**src/gwa_pkg.sv**
```systemverilog
// Shared constants and types for the gated window average block.
`timescale 1ns / 1ps

package gwa_pkg;

  // Ring capacity and derived widths
  localparam int unsigned WINDOW_MAX = 64;
  localparam int unsigned ADDR_W     = (WINDOW_MAX > 1) ? $clog2(WINDOW_MAX) : 1;
  localparam int unsigned CNT_W      = $clog2(WINDOW_MAX + 1);
  localparam int unsigned SAMPLE_W   = 16;
  localparam int unsigned SUM_W      = SAMPLE_W + ADDR_W;
  localparam int unsigned WLEN_W     = 7;

  // Configuration register indexes
  localparam int unsigned CFG_IDX_W = 2;
  localparam logic [CFG_IDX_W-1:0] REG_LOWER_LIMIT = 2'd0;
  localparam logic [CFG_IDX_W-1:0] REG_UPPER_LIMIT = 2'd1;
  localparam logic [CFG_IDX_W-1:0] REG_WINDOW_LEN  = 2'd2;

  // Register reset values
  localparam logic signed [SAMPLE_W-1:0] LOWER_RESET = 16'sd20;
  localparam logic signed [SAMPLE_W-1:0] UPPER_RESET = 16'sd255;
  localparam logic [WLEN_W-1:0]          WLEN_RESET  = 7'd8;

  // Sequencer states
  typedef enum logic [1:0] {
    ST_IDLE,
    ST_SUM,
    ST_DIV,
    ST_OUT
  } gwa_state_e;

endpackage

```
**src/gwa_div.sv**
```systemverilog
// Sequential signed-by-unsigned divider, one quotient bit per cycle.
`timescale 1ns / 1ps

module gwa_div
  import gwa_pkg::*;
(
  input  logic                       clk_i,
  input  logic                       rst_ni,
  input  logic                       start_i,
  input  logic signed [SUM_W-1:0]    dividend_i,
  input  logic [CNT_W-1:0]           divisor_i,
  output logic                       done_o,
  output logic signed [SAMPLE_W-1:0] quotient_o
);

  localparam int unsigned STEP_W = $clog2(SUM_W + 1);

  logic              busy_q;
  logic              done_q;
  logic [STEP_W-1:0] step_q;
  logic              neg_q;
  logic [SUM_W-1:0]  dvd_q;
  logic [CNT_W:0]    rem_q;
  logic [CNT_W-1:0]  dsr_q;
  logic [CNT_W:0]    trial;
  logic              qbit;
  logic [CNT_W:0]    rem_d;
  logic [SAMPLE_W-1:0] qmag;

  // Shift in the next dividend bit and try a subtract
  always_comb begin
    trial = {rem_q[CNT_W-1:0], dvd_q[SUM_W-1]};
    qbit  = (trial >= {1'b0, dsr_q});
    rem_d = qbit ? (trial - {1'b0, dsr_q}) : trial;
  end

  // Control: busy flag, step count, done pulse
  always_ff @(posedge clk_i or negedge rst_ni) begin
    if (!rst_ni) begin
      busy_q <= 1'b0;
      done_q <= 1'b0;
      step_q <= '0;
    end else begin
      done_q <= 1'b0;
      if (start_i) begin
        busy_q <= 1'b1;
        step_q <= '0;
      end else if (busy_q) begin
        step_q <= step_q + STEP_W'(1);
        if (step_q == STEP_W'(SUM_W - 1)) begin
          busy_q <= 1'b0;
          done_q <= 1'b1;
        end
      end
    end
  end

  // Datapath: load magnitude, then shift quotient bits in
  always_ff @(posedge clk_i) begin
    if (start_i) begin
      neg_q <= dividend_i[SUM_W-1];
      dvd_q <= dividend_i[SUM_W-1] ? (SUM_W'(0) - SUM_W'(dividend_i))
                                   : SUM_W'(dividend_i);
      rem_q <= '0;
      dsr_q <= divisor_i;
    end else if (busy_q) begin
      dvd_q <= {dvd_q[SUM_W-2:0], qbit};
      rem_q <= rem_d;
    end
  end

  // Restore the sign; the mean always fits the sample width
  assign qmag       = dvd_q[SAMPLE_W-1:0];
  assign quotient_o = neg_q ? $signed(SAMPLE_W'(0) - qmag) : $signed(qmag);
  assign done_o     = done_q;

endmodule

```
**src/gated_window_average.sv**
```systemverilog
// Top level of the range-gated moving average over a ring of recent samples.
`timescale 1ns / 1ps

// Each input word carries one signed sample. A sample strictly between
// lower_limit and upper_limit goes into a ring memory of up to WINDOW_MAX
// entries (window_len in use, oldest overwritten) and the block returns the
// mean of the held samples, truncated toward zero, with available set. A
// sample outside the limits changes nothing and returns the last mean with
// available clear. One item is worked on at a time. An accepted sample
// raises out_valid after one memory read per held sample through the
// single read port, the drain of the read pipe, the bit-serial divider
// and the load of the output register; a rejected sample goes straight
// to the output register. The next sample can be taken once the result
// is loaded, also while that result still waits in the output register.
// Writing window_len empties the ring; write configuration only while
// the block is idle.
module gated_window_average
  import gwa_pkg::*;
(
  input  logic                       clk_i,
  input  logic                       rst_ni,
  // Configuration write channel
  input  logic                       cfg_valid_i,
  output logic                       cfg_ready_o,
  input  logic [CFG_IDX_W-1:0]       cfg_index_i,
  input  logic [SAMPLE_W-1:0]        cfg_data_i,
  // Sample input channel
  input  logic                       in_valid_i,
  output logic                       in_ready_o,
  input  logic signed [SAMPLE_W-1:0] sample_i,
  // Result channel
  output logic                       out_valid_o,
  input  logic                       out_ready_i,
  output logic signed [SAMPLE_W-1:0] average_o,
  output logic                       available_o
);

  gwa_state_e state_q, state_d;

  logic signed [SAMPLE_W-1:0] lower_q, upper_q;
  logic [WLEN_W-1:0]          wlen_q;
  logic [ADDR_W-1:0]          slot_q;
  logic [CNT_W-1:0]           held_q;
  logic signed [SAMPLE_W-1:0] last_avg_q;
  logic [CNT_W-1:0]           rd_cnt_q;
  logic                       rd_pend_q;
  logic signed [SUM_W-1:0]    acc_q;
  logic signed [SAMPLE_W-1:0] res_avg_q;
  logic                       res_avail_q;
  logic                       out_valid_q;
  logic signed [SAMPLE_W-1:0] average_q;
  logic                       available_q;

  logic [SAMPLE_W-1:0] mem_q [WINDOW_MAX];
  logic [SAMPLE_W-1:0] rdata_q;

  logic                in_acc, cfg_acc, pass, issue, sum_done, out_load;
  logic                div_start, div_done;
  logic signed [SAMPLE_W-1:0] div_quo;
  logic [CNT_W-1:0]    eff_len;
  logic [ADDR_W-1:0]   wr_slot;
  logic [CNT_W-1:0]    slot_inc;
  logic [ADDR_W-1:0]   slot_nxt;
  logic [CNT_W-1:0]    held_nxt;

  assign cfg_ready_o = 1'b1;
  assign cfg_acc     = cfg_valid_i && cfg_ready_o;
  assign in_ready_o  = (state_q == ST_IDLE);
  assign in_acc      = in_valid_i && in_ready_o;

  // Clamp the window length to 1 .. WINDOW_MAX
  always_comb begin
    if (wlen_q == '0) begin
      eff_len = CNT_W'(1);
    end else if (32'(wlen_q) > WINDOW_MAX) begin
      eff_len = CNT_W'(WINDOW_MAX);
    end else begin
      eff_len = CNT_W'(wlen_q);
    end
  end

  // Range gate, slot and fill count updates
  always_comb begin
    pass     = (sample_i > lower_q) && (sample_i < upper_q);
    wr_slot  = (CNT_W'(slot_q) >= eff_len) ? '0 : slot_q;
    slot_inc = CNT_W'(wr_slot) + CNT_W'(1);
    slot_nxt = (slot_inc >= eff_len) ? '0 : slot_inc[ADDR_W-1:0];
    held_nxt = (held_q < eff_len) ? held_q + CNT_W'(1) : held_q;
    if (held_nxt > eff_len) begin
      held_nxt = eff_len;
    end
  end

  // Summing sweep: one read per held entry, read data registered for the next cycle
  assign issue    = (state_q == ST_SUM) && (rd_cnt_q < held_q);
  assign sum_done = (state_q == ST_SUM) && !issue && !rd_pend_q;
  assign out_load = (state_q == ST_OUT) && (!out_valid_q || out_ready_i);

  // Next state and divider start
  always_comb begin
    state_d   = state_q;
    div_start = 1'b0;
    unique case (state_q)
      ST_IDLE: begin
        if (in_acc) begin
          state_d = pass ? ST_SUM : ST_OUT;
        end
      end
      ST_SUM: begin
        if (sum_done) begin
          div_start = 1'b1;
          state_d   = ST_DIV;
        end
      end
      ST_DIV: begin
        if (div_done) begin
          state_d = ST_OUT;
        end
      end
      ST_OUT: begin
        if (out_load) begin
          state_d = ST_IDLE;
        end
      end
      default: state_d = ST_IDLE;
    endcase
  end

  // State, configuration and ring bookkeeping
  always_ff @(posedge clk_i or negedge rst_ni) begin
    if (!rst_ni) begin
      state_q     <= ST_IDLE;
      lower_q     <= LOWER_RESET;
      upper_q     <= UPPER_RESET;
      wlen_q      <= WLEN_RESET;
      slot_q      <= '0;
      held_q      <= '0;
      last_avg_q  <= '0;
      rd_cnt_q    <= '0;
      rd_pend_q   <= 1'b0;
      out_valid_q <= 1'b0;
    end else begin
      state_q <= state_d;
      if (cfg_acc) begin
        unique case (cfg_index_i)
          REG_LOWER_LIMIT: lower_q <= cfg_data_i;
          REG_UPPER_LIMIT: upper_q <= cfg_data_i;
          REG_WINDOW_LEN: begin
            wlen_q <= cfg_data_i[WLEN_W-1:0];
            slot_q <= '0;
            held_q <= '0;
          end
          default: ;
        endcase
      end
      if (in_acc && pass) begin
        slot_q   <= slot_nxt;
        held_q   <= held_nxt;
        rd_cnt_q <= '0;
      end
      if (issue) begin
        rd_cnt_q <= rd_cnt_q + CNT_W'(1);
      end
      rd_pend_q <= issue;
      if (div_done) begin
        last_avg_q <= div_quo;
      end
      // Drop a taken word, hold a waiting one, load a fresh one
      if (out_load) begin
        out_valid_q <= 1'b1;
      end else if (out_ready_i) begin
        out_valid_q <= 1'b0;
      end
    end
  end

  // Ring memory: one write port, one registered read port
  always_ff @(posedge clk_i) begin
    if (in_acc && pass) begin
      mem_q[wr_slot] <= sample_i;
    end
    if (issue) begin
      rdata_q <= mem_q[rd_cnt_q[ADDR_W-1:0]];
    end
  end

  // Accumulate and stage the result
  always_ff @(posedge clk_i) begin
    if (in_acc) begin
      acc_q       <= '0;
      res_avg_q   <= last_avg_q;
      res_avail_q <= pass;
    end else if (rd_pend_q) begin
      acc_q <= acc_q + SUM_W'($signed(rdata_q));
    end
    if (div_done) begin
      res_avg_q <= div_quo;
    end
    if (out_load) begin
      average_q   <= res_avg_q;
      available_q <= res_avail_q;
    end
  end

  gwa_div u_div (
    .clk_i      (clk_i),
    .rst_ni     (rst_ni),
    .start_i    (div_start),
    .dividend_i (acc_q),
    .divisor_i  (held_q),
    .done_o     (div_done),
    .quotient_o (div_quo)
  );

  assign out_valid_o = out_valid_q;
  assign average_o   = average_q;
  assign available_o = available_q;

endmodule
```
**config.mk**
```make
export PLATFORM = sky130hd
export DESIGN_NAME = gated_window_average
export DESIGN_NICKNAME = d
export VERILOG_FILES = /design/src/gwa_pkg.sv /design/src/gwa_div.sv /design/src/gated_window_average.sv
export SDC_FILE = /design/constraint.sdc
export NUM_CORES = 1
export LEC_CHECK = 0
export BUFFER_PORTS_ARGS = -buffer_cell sky130_fd_sc_hd__buf_2
export CORE_MARGIN = 2
export CORE_UTILIZATION = 50
export DETAILED_ROUTE_END_ITERATION = 8
export PLACE_DENSITY = 0.74
export SETUP_SLACK_MARGIN = 0.3
export SYNTH_ARGS = -nofsm -noshare
export SYNTH_HDL_FRONTEND = slang
export SYNTH_SLANG_ARGS = --single-unit
```
**constraint.sdc**
```tcl
create_clock -name clk_i -period 8.92 [get_ports clk_i]
set_input_delay 0.446 -clock clk_i [delete_from_list [all_inputs] [get_ports clk_i]]
set_output_delay 0.446 -clock clk_i [all_outputs]
set_load 0.01 [all_outputs]
```
Yosys cells after proc, flatten, opt, wreduce, memory -nomap -nowiden
Memory sizes are Yosys's and may differ from the RTL's. A register that Yosys moved wholly into a read port is not among the register bits.
Index checks and enable logic that the tools add are counted.
{"block": "word_totals", "input_bits": 39, "mem_count": 1, "ramBits": 1024, "reg_bits": 179, "wordCells": 116, "out_inout_bits": 20}
{"name": "mem_q", "depth": 64, "width": 16, "read_ports": 1, "rd_ports_with_merged_regs": 1, "write_ports": 1, "line_no": "gated_window_average.sv:54", "source": "logic [SAMPLE_W-1:0] mem_q [WINDOW_MAX];"}
{"block": "op_classes", "addsub": 8, "n_lt_le_gt_ge": 9, "n_reduce_logical": 25, "mux": 41, "eq_ne": 10}
{"op": "2-to-1 mux 7 bit", "n": 10}
{"op": "2-to-1 mux 22 bit", "n": 3}
{"op": "2-to-1 mux 16 bit", "n": 3}
{"op": "2-to-1 mux 6 bit", "n": 5}
{"op": "adder 22 x 16 -> 22 bit", "n": 1}
{"op": "subtractor 1 x 22 -> 22 bit, first input constant", "n": 1}
{"op": "> comparator 16 bit", "n": 1}
{"op": "less-than comparator 16 bit", "n": 1}
{"op": "subtractor 1 x 16 -> 16 bit, first input constant", "n": 1}
{"op": "adder 7 x 1 -> 7 bit, second input constant", "n": 2}
{"op": "less-than comparator 7 bit", "n": 2}
{"op": "2-to-1 mux 1 bit", "n": 12}
{"op": "nonzero test 2 bit", "n": 6}
{"op": "2-to-1 mux 2 bit", "n": 5}
{"op": "2-to-1 mux 5 bit", "n": 2}
{"op": "greater-or-equal comparator 8 x 7 -> 1 bit", "n": 1}
{"op": "one-hot mux 2 bit (4 select lines)", "n": 1}
{"op": "AND reduction 2 bit", "n": 4}
{"op": "adder 6 x 1 -> 7 bit, second input constant", "n": 1}
{"op": "greater-or-equal comparator 6 x 7 -> 1 bit", "n": 1}
{"op": "greater-or-equal comparator 7 bit", "n": 1}
{"op": "> comparator 7 bit", "n": 1}
{"op": "> comparator 7 bit, second input constant", "n": 1}
{"op": "logical AND 1 bit", "n": 7}
{"op": "other kinds (12)", "n": 20}

Longest topological paths before layout
{"block": "depth", "word_depth": 9, "mapped_depth": 23, "depth_no_buf": 21}

Modules after synthesis
Synthesis repeated with hierarchy kept, for this count alone.
{"block": "unflattened", "hier_cells": 2661, "area_unflattened_um2": 50659.8}
{"module": "gated_window_average", "instances": 1, "seq_area_each_um2": 34682.0, "area_each_um2": 47544.3, "cells_per_inst": 2319}
{"module": "gwa_div", "instances": 1, "seq_area_each_um2": 1216.2, "area_each_um2": 3115.5, "cells_per_inst": 342}

Least setup slack after synthesis
Ideal clock, no wire load.
{"block": "synth_path", "path_kind": "reg2reg", "start": "register wlen_q[3]", "end": "memory mem_q[54][0], enable pin", "stages_incl_launch_ff": 14, "t_required_ns": 8.490, "path_buffers": 2, "setup_time_ns": 0.430, "arrival_ns": 4.069, "setup_slack_ns": 4.421, "synth_period_minus_slack_ns": 4.499, "cell_sequence": "dfstp_2 -> nor3_1 -> a21oi_1 -> nor2_1 -> ha_1 -> nand2b_1 -> a21o_1 -> a21o_1 -> a21oi_1 -> o21a_1 -> buf_2 -> nand2_1 -> clkbuf_1 -> nor4_1"}
{"block": "synth_between", "elab_chain_cells": 5, "elab_cells_between_ends": 6, "classes_between": "order compare (2); mux (3); reduce/logical (1)"}
{"item": "start, declared", "line_no": "gated_window_average.sv:41", "source": "logic [WLEN_W-1:0] wlen_q;"}
{"item": "start signal, assigned", "line_no": "gated_window_average.sv:149", "source": "wlen_q <= cfg_data_i[WLEN_W-1:0];"}
{"item": "> comparator 7 bit", "line_no": "gated_window_average.sv:75", "source": "end else if (32'(wlen_q) > WINDOW_MAX) begin"}
{"item": "2-to-1 mux 7 bit", "line_no": "gated_window_average.sv:75"}
{"item": "2-to-1 mux 7 bit *", "line_no": "gated_window_average.sv:73", "source": "if (wlen_q == '0) begin"}
{"item": "greater-or-equal comparator 6 x 7 -> 1 bit *", "line_no": "gated_window_average.sv:85", "source": "wr_slot = (CNT_W'(slot_q) >= eff_len) ? '0 : slot_q;"}
{"item": "2-to-1 mux 6 bit *", "line_no": "gated_window_average.sv:85"}
{"item": "end, declared", "line_no": "gated_window_average.sv:54"}
Mark *: on every way between the ends. The rest lies on a longest branch, timed or not.

Final worst setup path
{"block": "layout_path", "start": "register wlen_q[3]", "end": "register slot_q[2]"}
{"block": "layout_between", "elab_chain_cells": 9, "elab_cells_between_ends": 10, "classes_between": "add/sub (1); order compare (3); mux (5); reduce/logical (1)"}
{"item": "> comparator 7 bit", "line_no": "gated_window_average.sv:75"}
{"item": "2-to-1 mux 7 bit", "line_no": "gated_window_average.sv:75"}
{"item": "2-to-1 mux 7 bit *", "line_no": "gated_window_average.sv:73"}
{"item": "greater-or-equal comparator 6 x 7 -> 1 bit", "line_no": "gated_window_average.sv:85"}
{"item": "2-to-1 mux 6 bit", "line_no": "gated_window_average.sv:85"}
{"item": "adder 6 x 1 -> 7 bit", "line_no": "gated_window_average.sv:86", "source": "slot_inc = CNT_W'(wr_slot) + CNT_W'(1);"}
{"item": "greater-or-equal comparator 7 bit", "line_no": "gated_window_average.sv:87", "source": "slot_nxt = (slot_inc >= eff_len) ? '0 : slot_inc[ADDR_W-1:0];"}
{"item": "2-to-1 mux 6 bit *", "line_no": "gated_window_average.sv:87"}
{"item": "2-to-1 mux 6 bit *", "line_no": "gated_window_average.sv:156", "source": "if (in_acc && pass) begin"}
{"item": "end signal, assigned", "line_no": "gated_window_average.sv:157", "source": "slot_q <= slot_nxt;"}
{"item": "end, declared", "line_no": "gated_window_average.sv:42", "source": "logic [ADDR_W-1:0] slot_q;"}
Marks and branches as above.
A chain may end at the register's enable or synchronous reset.

==> results.sh <==
export IMPL_end_kind="flop"
export IMPL_setup_violations=0
export IMPL_power_density_mw_per_mm2=295.2
export IMPL_switching_power_mw=5.139
export IMPL_period_share_pct=55.10
export IMPL_status="finished, final reports clean"
export IMPL_use_met2_pct=36.86
export IMPL_tightest_slew_ns=1.279
export IMPL_cts_reportedPaths_clkPinSlew_ns=0.06
export IMPL_cap_viol_max_count=0
export IMPL_antenna_found_initial=7
export IMPL_synthFlopType="edfxtp_1"
export IMPL_post_cts_buffers=0
export IMPL_arrival_ns=5.50
export IMPL_antenna_left=0
export IMPL_dp_hpwl_microns=68170
export IMPL_path_class="reg -> reg"
export IMPL_use_met1_pct=30.22
export IMPL_wl_per_cell_microns=27.32
export IMPL_finalCriticalPeriod_ns=4.915
export IMPL_synth_top_family_by_area="multiplexers"
export IMPL_die_w_microns=320.9
export IMPL_die_h_microns=320.9
export IMPL_worst_ir_drop_vdd_uv=214.5
export IMPL_p_sw_share_pct=30.86
export IMPL_vias=25720
export IMPL_synth_area_leaders="edfxtp_1, mux4_2, dfrtp_1"
export IMPL_rsz0062_at_grt="no"
export IMPL_async_flop_share_pct=7.055
export IMPL_synth_fp_nets=2766
export IMPL_gr_usage_all_layers_pct=22.57
export IMPL_row_count=116
export IMPL_fin_skew_ns=0.07582
export IMPL_drive_above_1_share_pct=26.40
export IMPL_syn_inst=2623
export IMPL_synth_top_cell_area_share_pct=66.03
export IMPL_drt_vias_per_instance=6.160
export IMPL_synth_edf_count=1104
export IMPL_synth_most_common_cell="edfxtp_1"
export IMPL_drv_slew=0
export IMPL_port_buffers=57
export IMPL_synth_xor_area_share_pct=1.134
export IMPL_power_frac_seq_pct=42.3
export IMPL_cts_tree="done"
export IMPL_drc_errors=0
export IMPL_cts_hold_buf=9
export IMPL_syn2layout_area_growth_pct=12.36
export IMPL_grt_ovfl_total=0
export IMPL_max_freq_mhz=203.5
export IMPL_cts_buffer_depth=3
export IMPL_path_max_fanout=11
export IMPL_cts_buffers=117
export IMPL_synth_top_area_cell="edfxtp_1"
export IMPL_finalHoldViolations=0
export IMPL_dieArea_sq_mm=0.1030
export IMPL_synth_avg_cell_area_sq_um=19.14
export IMPL_drt_pass1_iter_count=7
export IMPL_globalRouteMet3Util_pct=4.647
export IMPL_synth_compound_area_share_pct=3.217
export IMPL_relSlewSlack_pct=14.28
export IMPL_clockRootBuffer="clkbuf_16"
export IMPL_ys_top_cells_by_count="edfxtp_1, mux4_2, ha_1"
export IMPL_busiest_layer="met2"
export IMPL_clkPwrFrac_pct=28.7
export IMPL_grt_pass1_wl_microns=171600
export IMPL_fin_util_pct=56.49
export IMPL_ys_seq_elements=1219
export IMPL_start_util_pct=50.28
export IMPL_synth_adder_area_share_pct=2.622
export IMPL_core_area_sq_mm=0.09986
export IMPL_comb_power_share_pct=29.1
export IMPL_clk_latency_ns=0.72
export IMPL_worstPathRequired_ns=9.51
export IMPL_place_ws_ns=3.589
export IMPL_place_inst=3944
export IMPL_gp_congestion=0.8560
export IMPL_io_pins=59
export IMPL_nets=2917
export IMPL_intPower_mw=11.51
export IMPL_grt_max_degree=148
export IMPL_p_leak_nw=18.50
export IMPL_drt_iter0_markers=2920
export IMPL_muxShareOfSynthArea_pct=16.03
export IMPL_yosys_warnings=0
export IMPL_hold_path_class="in -> reg"
export IMPL_tns_ns=0
export IMPL_worst_slack_ns=4.005
export IMPL_final_cells=4176
export IMPL_cts_resized=0
export IMPL_ys_types=70
export IMPL_yosysSeqAreaShare_pct=71.50
export IMPL_synth_area_sq_mm=0.05021
export IMPL_worstSetupStartpointType="flop"
export IMPL_synthSimpleGateAreaFrac_pct=3.728
export IMPL_htree_levels=3
export IMPL_grt_pass1_vias=26570
export IMPL_clkSinkCount=1219
export IMPL_routed_wirelength_microns=114100
[layout by cell type, fill, tap and decap left out, drive strengths merged, types with 11 or more instances in the layout]
| cell type | netlist | layout |
|---|---|---|
| buf | 46 | 150 |
| edfxtp | 1104 | 1104 |
| nand4 | 12 | 12 |
| mux2 | 26 | 26 |
| a211oi | 20 | 20 |
| o31ai | 14 | 14 |
| clkbuf | 81 | 153 |
| o21ai | 78 | 78 |
| nor4 | 30 | 30 |
| nand2 | 93 | 93 |
| nand3 | 45 | 45 |
| nor2 | 96 | 96 |
| xor2 | 36 | 36 |
| dfstp | 11 | 11 |
| nor3 | 32 | 32 |
| dfrtp | 75 | 75 |
| a31oi | 14 | 14 |
| inv | 80 | 83 |
| mux2i | 19 | 19 |
| ha | 102 | 102 |
| dfxtp | 29 | 29 |
| or3 | 12 | 12 |
| a21o | 18 | 18 |
| clkinv | 1 | 53 |
| a21oi | 70 | 70 |
| nand2b | 16 | 16 |
| xnor2 | 29 | 29 |
| mux4 | 336 | 336 |
| nor2b | 14 | 14 |
[state kept, by name (all words and copies together) (netlist names), 2 cells and up]
name          flops
last_avg_q       16
u_div.step_q      5
slot_q            6
rd_cnt_q          7
res_avg_q        16
mem_q          1024
lower_q          16
average_o        16
u_div.dvd_q      22
held_q            7
u_div.dsr_q       7
upper_q          16
state_q           2
acc_q            22
u_div.rem_q       7
rdata_q          16
wlen_q            7
[path summary, 6_finish.rpt]
| kind | startpoint | end | slack (ns) | cells past startpoint |
|---|---|---|---|---|
| min in group asynchronous | rst_ni | u_div.busy_q | 0.25 | 2 |
| min | cfg_data_i[5] | lower_q[5] | 0.04 | 3 |
| max | wlen_q[3] | slot_q[2] | 4.01 | 18 |
| max reg2reg | wlen_q[3] | slot_q[2] | 4.01 | 18 |
| max in group asynchronous | rst_ni | rd_cnt_q[1] | 7.45 | 3 |
| min reg2reg | res_avg_q[2] | average_o[2] | 0.42 | 0 |
[metal layers]
metal | routed length (microns) | vias to the layer above
met3 | 9104 | 219
met1 | 44480 | 13430
met4 | 4202 | 8
met2 | 56260 | 1077
li1 | - | 10990
met5 | 51 | -
[metrics by stage]
stage	total power, mW	area [sq um]	hold WS (ns)
final	16.65	56410	0.03925
after global routing	17.35	56400	0.02960
after CTS	16.74	56400	0.002816
after detailed placement	11.98	52600	0.3720
after global placement	11.84	52600	0.3617
after floorplan	10.47	50210	0.1504
[final cells by class]
| type | count | area, sq um |
|---|---|---|
| Inverter | 81 | 304.0 |
| Multi-Input combinational cell | 1196 | 13730 |
| Antenna cell | 3 | 7.507 |
| Fill cell | 7240 | 43450 |
| Timing Repair Buffer | 159 | 1114 |
| Sequential cell | 1219 | 35910 |
| Clock buffer | 153 | 3166 |
| Tap cell | 1298 | 1624 |
| Clock inverter | 67 | 550.5 |
[power groups by stage]
stage               logic (mW)  clock network (mW)  registers, mW
global route              5.21                5.05           7.09
finish                    4.84                4.77           7.04
global placement          4.70                   0           7.14
floorplan                 3.53                   0           6.94
CTS                       4.86                4.84           7.04
detailed placement        4.82                   0           7.16
[worst max-delay path, stage by stage (launching register included)]
cell and delay, ns:
dfstp_2 0.54, nor3_1 0.05, a21oi_1 0.24, nor2_1 0.12
ha_1 0.28, nand2b_1 0.14, a21o_1 0.17, a21o_1 0.17
a21oi_1 0.17, o21a_1 0.59, and2_1 0.30, nand3_1 0.48
nor2_1 0.26, ha_1 0.17, nand2_1 0.06, o31ai_1 0.80
nor3_1 0.09, nand4_1 0.14, nand3_1 0.08
[logic make-up after synthesis]
| family | count (synthesis) |
|---|---|
| xor gates and xnor gates | 65 |
| and+or+nand+nor | 384 |
| muxes | 381 |
| buffers and inverters | 208 |
| DFF | 1219 |
| other | 1 |
| AOI/OAI and AO/OA | 261 |
| adders and majority gates | 104 |
Note: power is estimated with default switching activity, not from simulation.
